[src/design/sliding_window_notice_limiter_assert.svh]
// Assertion macros used by the limiter RTL.
`ifndef SLIDING_WINDOW_NOTICE_LIMITER_ASSERT_SVH
`define SLIDING_WINDOW_NOTICE_LIMITER_ASSERT_SVH

// Same-cycle implication, disabled while reset is asserted.
`define SWNL_ASSERT_NOW(label, clk, rst_n, ante, cons) \
	label: assert property (@(posedge clk) disable iff (!rst_n) (ante) |-> (cons)) \
		else $error("limiter check failed");

// Next-cycle implication, disabled while reset is asserted.
`define SWNL_ASSERT_NEXT(label, clk, rst_n, ante, cons) \
	label: assert property (@(posedge clk) disable iff (!rst_n) (ante) |=> (cons)) \
		else $error("limiter check failed");

`endif

[src/design/swnl_pkg.sv]
package swnl_pkg;

	localparam int TIME_W       = 32;
	localparam int MAX_EV_W     = 5;
	localparam int TALLY_W      = 16;
	localparam int RING_DEPTH_DEF = 32;

	localparam int CFG_IDX_W  = 1;
	localparam int CFG_DATA_W = 32;

	// Configuration register indexes.
	localparam logic [CFG_IDX_W-1:0] CFG_MAX_EVENTS   = 1'd0;
	localparam logic [CFG_IDX_W-1:0] CFG_WINDOW_TICKS = 1'd1;

	localparam logic [MAX_EV_W-1:0] MAX_EVENTS_RST = 5'd20;
	localparam logic [TIME_W-1:0]   WINDOW_RST     = 32'd5000;
	localparam logic [TALLY_W-1:0]  TALLY_MAX      = {TALLY_W{1'b1}};

	// One stored timestamp and whether it is live.
	typedef struct packed {
		logic              valid;
		logic [TIME_W-1:0] stamp;
	} swnl_link_t;

endpackage

[src/design/swnl_cell.sv]
module swnl_cell (
	input  logic                       clk,
	input  logic                       arst_n,
	input  logic                       shift_en,
	input  logic [swnl_pkg::TIME_W-1:0] event_time,
	input  logic [swnl_pkg::TIME_W-1:0] window_ticks,
	input  swnl_pkg::swnl_link_t       link_in,
	input  logic                       keep_in,
	output logic                       keep_out,
	output swnl_pkg::swnl_link_t       link_q
);
	import swnl_pkg::*;

	logic [TIME_W-1:0] age;
	logic              in_window;

	// The stamp arriving from the newer neighbor is judged against the new time.
	assign age       = event_time - link_in.stamp;
	assign in_window = link_in.valid && (age <= window_ticks);
	// A stamp survives if it, or any older stamp, is still inside the window.
	assign keep_out  = in_window || keep_in;

	always_ff @(posedge clk or negedge arst_n) begin
		if (!arst_n) begin
			link_q <= '0;
		end else if (shift_en) begin
			link_q.valid <= keep_out;
			link_q.stamp <= link_in.stamp;
		end
	end

endmodule

[config.mk]
export PLATFORM = sky130hd
export DESIGN_NAME = swnl_cell
export DESIGN_NICKNAME = d
export VERILOG_FILES = /design/src/design/sliding_window_notice_limiter_assert.svh /design/src/design/swnl_pkg.sv /design/src/design/swnl_cell.sv
export SDC_FILE = /design/constraint.sdc
export NUM_CORES = 1
export LEC_CHECK = 0
export BUFFER_PORTS_ARGS = -buffer_cell sky130_fd_sc_hd__buf_2
export CAP_MARGIN = 20
export CORE_UTILIZATION = 52
export DETAILED_ROUTE_END_ITERATION = 16
export GPL_TIMING_DRIVEN = 1
export PLACE_DENSITY = 0.83
export RECOVER_POWER = 100
export SYNTH_ARGS = -nofsm -noshare
export SYNTH_HDL_FRONTEND = slang
export SYNTH_SLANG_ARGS = --single-unit
[constraint.sdc]
create_clock -name clk -period 5.73 [get_ports clk]
set_clock_uncertainty 0.05 [all_clocks]
set_input_delay 1.146 -clock clk [delete_from_list [all_inputs] [get_ports clk]]
set_output_delay 1.146 -clock clk [all_outputs]
set_load 0.01 [all_outputs]
# Word-level counts from Yosys, hierarchy flattened
# Cells that the tools add are included.
[totals]
mem_bits_ro = 0
mem_bits_rw = 0
reg_bits = 33
wordCells = 6
in_bits = 101
latch_bits = 0
n_memories = 0
[op_classes]
n_mul = 0
n_lt_le_gt_ge = 1
n_addsub = 1
mux = 0
shift = 0
eq_ne = 0
bitwise_logic = 0
div_mod_pow = 0
reduce_logical = 2
[op_table]
columns = ["op", "count"]
rows = [
  ["$le 32x32->1", 1],
  ["$sub 32x32->32", 1],
  ["$logic_and 1x1->1", 1],
  ["$logic_or 1x1->1", 1],
]

# Logic depth before layout (Yosys ltp)
# Gate-level depths: netlist (run 1).
[depth]
depth_word = 4
ltp_mapped = 18
mapped_depth_nobuf = 18

# Worst setup path after synthesis (run 1)
# OpenSTA, ideal clock, no wires.
[synth_path]
kind = "input to output"
startpoint = "in event_time[0] (netlist bit)"
endpoint = "out keep_out"
stages = 17
required_time_ns = 4.534
arrival_ns = 4.453
path_slack_ns = 0.081
n_path_buf = 0
cell_sequence = "inv_1 ha_1 fa_1 nor2b_4 o31a_1 o21a_1 o22a_4 a41oi_1 o311ai_1 xor2_1 ha_1 nand4_1 nor3b_1 a2111oi_0 a31oi_1 o21a_1 o21ai_0"
[synth_via]
elab_chain_cells = 4
[synth_lines]
columns = ["element", "line", "source"]
rows = [
  ["from (decl)", "swnl_cell.sv:5", "input logic [swnl_pkg::TIME_W-1:0] event_time,"],
  ["$sub 32x32->32", "swnl_cell.sv:18", "assign age = event_time - link_in.stamp;"],
  ["$le 32x32->1", "swnl_cell.sv:19", "assign in_window = link_in.valid && (age <= window_ticks);"],
  ["$logic_and 1x1->1", "swnl_cell.sv:19", ""],
  ["$logic_or 1x1->1", "swnl_cell.sv:21", "assign keep_out = in_window || keep_in;"],
  ["to (decl)", "swnl_cell.sv:9", "output logic keep_out,"],
]
# No other way between the ends.

# Worst setup path after layout (run 1)
[layout_path]
startpoint = "in link_in[1] (netlist bit)"
endpoint = "out keep_out"
[layout_via]
elab_chain_cells = 4
[layout_lines]
columns = ["element", "line", "source"]
rows = [
  ["from (decl)", "swnl_cell.sv:7", "input swnl_pkg::swnl_link_t link_in,"],
  ["$sub 32x32->32", "swnl_cell.sv:18", ""],
  ["$le 32x32->1", "swnl_cell.sv:19", ""],
  ["$logic_and 1x1->1", "swnl_cell.sv:19", ""],
  ["$logic_or 1x1->1", "swnl_cell.sv:21", ""],
]
# No other way between the ends.

==> results of run 1 <==
## final cells by class
type | count | area, um2 | share of cell area
clock buffers | 5 | 68.82 | 0.01340
clock inverters | 3 | 68.82 | 0.01340
inverters | 72 | 270.3 | 0.05262
multi-input cells | 335 | 2795 | 0.5442
flip-flops and latches | 33 | 825.8 | 0.1608
well taps | 96 | 120.1 | 0.02339
repair buffers | 182 | 987.2 | 0.1922
## cell usage after synthesis, drive strengths merged (2+ instances only)
| library cell | number |
|---|---|
| xnor2 | 20 |
| nand2 | 29 |
| a211oi | 6 |
| nor2 | 17 |
| o21ai | 24 |
| nand3 | 10 |
| inv | 72 |
| a21boi | 4 |
| dfrtp | 33 |
| a21o | 14 |
| nor4 | 4 |
| xor2 | 7 |
| clkbuf | 10 |
| o211ai | 4 |
| ha | 63 |
| a211o | 2 |
| nand4 | 8 |
| or3 | 2 |
| a31oi | 4 |
| o211a | 2 |
| o21a | 6 |
| and3 | 2 |
| buf | 2 |
| nor3 | 3 |
| nor2b | 6 |
| and4 | 3 |
| a21oi | 44 |
| o31ai | 2 |
| a22oi | 2 |
| mux2 | 32 |
## worst min path at each step
stage / cells past startpoint / start / slack [ns] / endpoint
floorplan: 1 / link_q[13] / 0.50 / link_q[13]
global placement: 1 / link_q[5] / 0.43 / link_q[5]
detailed placement: 1 / link_q[26] / 0.44 / link_q[26]
CTS: 1 / link_q[26] / 0.46 / link_q[26]
global route: 1 / link_q[12] / 0.48 / link_q[12]
finish: 1 / link_q[11] / 0.46 / link_q[11]
## layout by cell type, fill, tap and decap left out, types with 18 or more instances in the layout
master / netlist / routed
nand2_1: 29 / 29
a21oi_1: 42 / 38
buf_4: 0 / 48
dfrtp_1: 33 / 33
inv_1: 72 / 72
xnor2_1: 20 / 20
ha_1: 63 / 60
clkbuf_1: 10 / 35
buf_2: 1 / 99
o21ai_0: 24 / 18
mux2_2: 32 / 32
## what timing repair did
item                                    CTS  global route
pin swaps                                 9             3
hold endpoints to repair                  0             0
setup buffers                             2             2
endpoints found under the setup margin    1             1
gates resized for setup                  14            16
## metal layers
layer,part of all wire,track usage,up-vias,wire length (um)
li1,-,-,1954,-
met1,0.44,0.3933,1922,4997
met2,0.47,0.5036,180,5393
met3,0.069,0.03487,38,789
met4,0.023,0.08942,0,265
met5,0,0,-,0
## power by group through the flow
stage               combinational, mW  clock [mW]  sequential, mW
floorplan                       0.295           0           0.284
global placement                0.478           0           0.271
detailed placement              0.495           0           0.273
CTS                             0.514       0.286           0.268
global route                    0.586       0.293           0.272
finish                          0.532       0.282           0.269
## cells by family (layout without fill, tap and decap cells)
group	count (synthesis)	after routing
xor+xnor	27	27
fa+ha+maj	64	64
simple gates	86	86
buf+inv	84	262
flops	33	33
compound gates	126	126
mux	32	32
## worst max-delay path, cell delays in order
cell and delay (ns):
buf_2 0.12, inv_1 0.05, ha_1 0.28, nor2b_2 0.18, o31ai_1 0.08, buf_4 0.15
a21oi_4 0.21, a21oi_4 0.12, o41a_1 0.50, a21boi_1 0.18, xnor2_1 0.13, ha_1 0.26
nand4_1 0.16, nor3b_2 0.09, a2111oi_2 0.29, a31oi_1 0.12, o21a_1 0.21, o21ai_1 0.12
buf_2 0.14
## metrics by stage
stage / power, mW / area [um2]
6_report: 1.083 / 5136
5_1_grt: 1.150 / 5136
4_1_cts: 1.068 / 5092
3_5_place_dp: 0.7679 / 4885
3_3_place_gp: 0.7484 / 4885
2_1_floorplan: 0.5792 / 3810
==> run_results.csv, run 1 <==
group,metric,value,unit
placement,port_buffers,134,
sta,hold_ws,0.4590,ns
finish,area_growth_syn_to_layout,34.81,%
sta,hold_viol_final,0,
grt,grt_pass1_vias,3917,
power,power_leakage,2.683,nW
synth,synth_fa_ha_area_frac,0.2122,
worst_setup_path,reg2reg_slack,4.87,ns
route,dr_total_vias,4094,
sta,finalCritPeriodShare,1.001,
placement,place_congestion,0.9434,
worst_setup_path,crit_path_end_kind,"output port",
finish,drive_gt1_frac,0.3381,
die,die_area,0.007673,mm2
synth,ys.flop_type,"dfrtp_1",
worst_setup_path,cp-endpoint,"keep_out",
die,die_w,87.60,um
route,drc_errors,0,
power,peakVddDrop,128.4,uV
synth,synth-edff-count,0,
worst_setup_path,crit_required,4.53,ns
cts,cts_buffers,5,
route,ant_nets,0,
die,die_y,87.60,um
synth,synthMuxAreaShare,0.09458,
cts,cts_root_buf,"clkbuf_8",
power,p_int,0.6855,mW
cts,worstSkewPairLatency,0.30,ns
synth,async_flop_share,1.000,
die,start_util,0.5486,
finish,nets,794,
synth,synth_cell_types,51,
placement,dpl_worst_slack,-0.2573,ns
synth,synth_largest_area_cell,"dfrtp_1",
run,cap_viol_max_count,2,
synth,synthXorXnorAreaFrac,0.06207,
worst_setup_path,worstPathMaxFanout,5,
sta,post-route-min-period,5.733,ns
route,drt_iter0_drc,272,
synth,avgSynthCellArea,8.429,um2
placement,placed_cells,714,
sta,tns,-0.003376,ns
route,first_pass_iters,5,
worst_setup_path,r2r-start,"link_q[32]",
sta,layout_setup_ws,-0.003376,ns
worst_setup_path,criticalPathCategory,"primary input to output port",
finish,n_antenna_cell,0,
hold_path,hold_class,"flop to flop",
cts,clk_pin_slew,0.08,ns
worst_setup_path,worstSetupStartpoint,"link_in[1]",
sta,fmax,174.4,MHz
sta,relSlewSlack,-0.3101,
synth,syn_inst,452,
sta,worstMarginPinSlew,1.965,ns
synth,synth_top_family_by_area,"compound AO/OA/AOI/OAI gates",
finish,top_regs,"link_q x33",
status,violations,"max-capacitance violations, max-slew violations, negative setup slack",
grt,grt_pass1_wl,17770,um
finish,largest-register,"link_q",
grt,grt_max_degree,36,
synth,synthTopCellsByArea,"dfrtp_1, ha_1, mux2_2, inv_1, a21oi_1",
worst_setup_path,startpoint_type,"primary input",
synth,synth-seq-area-share,0.2167,
grt,grtUsageTotal,0.2956,
power,comb_power_share,0.491,
synth,synthSimpleGateAreaFrac,0.1110,
route,wl_per_cell,15.76,um
synth,syn_nets,617,
finish,finalNonFillerCells,726,
die,core,0.006944,mm2
sta,setup_viol,1,
grt,grt-ovfl-total,0,
worst_setup_path,arrival,4.54,ns
finish,utilization,0.7396,
route,routed_wirelength,11450,um
synth,netlist_area,0.003810,mm2
synth,yosysWarnings,0,
sta,slew_violations,70,
sta,rsz0062_at_grt,"true",
power,powerDensity,210.9,mW/mm2
power,p_seq_frac,0.248,
finish,fill_cells,548,
cts,hold_buffers,0,
cts,cts.sinks,33,
route,via_per_inst,5.639,
placement,hpwl,9224,um
worst_setup_path,r2r_cells,2,
power,p_sw,0.3977,mW
status,status,"finished, violations left",
synth,synth-compound-area-share,0.2204,
die,rows,30,
power,switching_share,0.3672,
cts,htreeDepth,2,
synth,ys_seq_elements,33,
die,num_io_pins,135,
cts,cts_max_path_buffers,2,
grt,antenna_found_initial,0,
synth,synth.top_cell.area_share,0.2167,
finish,largest_reg_flops,33,
power,p_clk_frac,0.260,
worst_setup_path,reg2reg_to,"link_q[32]",
cts,cts_tree,"built",
Note: power is estimated with default switching activity, not from simulation.
==> run 2, diff against run 1 <==
--- a/config.mk
+++ b/config.mk
@@ -5,7 +5,7 @@
 export SDC_FILE = /design/constraint.sdc
 export NUM_CORES = 1
 export LEC_CHECK = 0
-export BUFFER_PORTS_ARGS = -buffer_cell sky130_fd_sc_hd__buf_2
+export BUFFER_PORTS_ARGS = -buffer_cell sky130_fd_sc_hd__buf_4
 export CAP_MARGIN = 20
 export CORE_UTILIZATION = 52
 export DETAILED_ROUTE_END_ITERATION = 16
==> run 2 against run 1 <==
The flow still finishes with violations (max-capacitance violations, max-slew violations, negative setup slack). Non-clock buffer count is 8 higher. Critical path type unchanged. Maximum frequency shrank 1.2%. First-iteration DRC count is 24% higher. Sequential share of layout area fell by 1.0 points. Clock power down 15%. Utilization rose by 5.0 points. Count of clock-buffer cells in the layout stayed put. Critical path depth unchanged. Critical endpoint unchanged.
==> run_results.csv, run 2 (synthesis results as in run 1) <==
group,metric,value,unit
sta,rsz0062_at_grt,"true",
worst_setup_path,reg2reg_to,"link_q[32]",
finish,nets,802,
finish,n_antenna_cell,0,
hold_path,hold_class,"flop to flop",
route,routed_wirelength,12130,um
cts,htreeDepth,2,
cts,cts_tree,"built",
grt,grt_pass1_vias,4090,
sta,fmax,172.4,MHz
placement,placed_cells,717,
route,drc_errors,0,
die,die_y,87.60,um
route,first_pass_iters,5,
sta,hold_viol_final,0,
status,status,"finished, violations left",
grt,antenna_found_initial,0,
route,ant_nets,0,
cts,hold_buffers,0,
grt,grtUsageTotal,0.3151,
cts,cts_root_buf,"clkbuf_8",
die,die_w,87.60,um
hold_path,worstHoldEndpoint,"link_q[24]",
die,core,0.006944,mm2
die,rows,30,
sta,finalCritPeriodShare,1.012,
worst_setup_path,criticalPathCategory,"primary input to output port",
finish,layout_commonest_cell,"buf_4",
worst_setup_path,r2r_cells,2,
worst_setup_path,worstPathMaxFanout,3,
grt,grt-ovfl-total,0,
finish,largest_reg_flops,33,
route,drt_iter0_drc,337,
sta,slew_violations,70,
cts,clk_pin_slew,0.09,ns
hold_path,worstHoldPathCells,1,
run,cap_viol_max_count,2,
route,via_per_inst,5.598,
sta,setup_viol,1,
cts,worstSkewPairLatency,0.29,ns
finish,area_growth_syn_to_layout,43.88,%
die,start_util,0.5486,
power,total_power,1.081,mW
finish,finalNonFillerCells,734,
worst_setup_path,r2r-start,"link_q[32]",
placement,place_congestion,0.9036,
worst_setup_path,reg2reg_slack,4.81,ns
route,dr_total_vias,4109,
status,violations,"max-capacitance violations, max-slew violations, negative setup slack",
grt,grt_pass1_wl,18850,um
power,power_leakage,2.797,nW
sta,relSlewSlack,-0.3601,
worst_setup_path,startpoint_type,"primary input",
power,peakVddDrop,143.9,uV
finish,drive_gt1_frac,0.3574,
placement,hpwl,9626,um
cts,cts_max_path_buffers,2,
worst_setup_path,crit_required,4.53,ns
die,die_area,0.007673,mm2
finish,final_cell_mix,"buf_4, inv_1, ha_1, a21oi_1, clkbuf_1",
route,wl_per_cell,16.53,um
sta,layout_setup_ws,-0.07105,ns
hold_path,hp-start,"link_q[24]",
placement,port_buffers,134,
die,num_io_pins,135,
cts,cts_buffers,5,
power,powerDensity,197.2,mW/mm2
cts,cts.sinks,33,
worst_setup_path,crit_path_end_kind,"output port",
worst_setup_path,arrival,4.61,ns
sta,post-route-min-period,5.801,ns
placement,dpl-instance-area,0.005243,mm2
sta,worstMarginPinSlew,2.040,ns
grt,grt_max_degree,36,
finish,top_regs,"link_q x33",
finish,final_cell_area,0.005482,mm2
finish,largest-register,"link_q",
## run 2: cell types whose count changed in the layout (fill, tap and decap cells not counted), moves of 2 or more
cell / before / now
o31ai_4: 0 / 2
o21ai_0: 18 / 16
buf_2: 99 / 0
o21ai_2: 2 / 4
buf_4: 48 / 154
## run 2: per-stage QoR
stage / hold slack, ns / setup slack, ns / TNS, ns / util
4_1_cts: 0.4679 / -0.03375 / -0.03375 / 0.7890
3_3_place_gp: 0.4404 / -0.1889 / -0.1889 / 0.7550
3_5_place_dp: 0.4463 / -0.4282 / -0.4282 / 0.7550
2_1_floorplan: 0.5012 / 0.08113 / 0 / -
5_1_grt: 0.4759 / -0.2030 / -0.2030 / 0.7894
6_report: 0.4628 / -0.07105 / -0.07105 / 0.7894
## run 2: cell type report
| type | instances | area [um2] |
|---|---|---|
| Fill cell | 521 | 1463 |
| Inverter | 72 | 272.8 |
| Multi-Input combinational cell | 335 | 2849 |
| Sequential cell | 33 | 825.8 |
| Timing Repair Buffer | 190 | 1299 |
| Clock buffer | 5 | 68.82 |
| Clock inverter | 3 | 46.29 |
| Tap cell | 96 | 120.1 |
## run 2: critical path, stage by stage
cell and delay, ns:
buf_6 0.10, inv_4 0.05, ha_4 0.13, fa_2 0.23
nor2b_4 0.05, o31a_1 0.28, o21a_1 0.24, o22a_4 0.22
a31o_4 0.26, a311oi_2 0.25, xnor2_1 0.16, ha_1 0.25
nand4_1 0.14, nor3b_2 0.08, a2111oi_2 0.37, a31oi_1 0.13
o21a_1 0.22, o21ai_1 0.15, buf_4 0.15
## run 2: worst max-delay path by stage
stage,startpoint,to,slack (ns),cells past startpoint
floorplan,event_time[0],keep_out,0.08,17
global placement,event_time[0],keep_out,-0.19,19
detailed placement,event_time[0],keep_out,-0.43,19
CTS,event_time[0],keep_out,-0.03,19
global route,event_time[0],keep_out,-0.20,19
finish,event_time[0],keep_out,-0.07,19
## run 2: power breakdown
| part | switching [mW] | leakage [nW] | internal, mW |
|---|---|---|---|
| combinational | 0.288 | 2.36 | 0.284 |
| sequential | 0.0118 | 0.385 | 0.257 |
| clock | 0.110 | 0.0543 | 0.130 |
## run 2: repair_timing
item	CTS	global route
resized for setup	22	22
setup buffers	4	6
pin swaps	19	31
endpoints found under the setup margin	1	1
## run 2: layer usage
layer	part of all wire	global-route usage	routed length [um]	up-vias
li1	-	-	-	1966
met1	0.45	0.4266	5434	1940
met2	0.48	0.5327	5799	185
met3	0.059	0.04336	720	18
met4	0.015	0.07452	178	0
met5	0	0	0	-
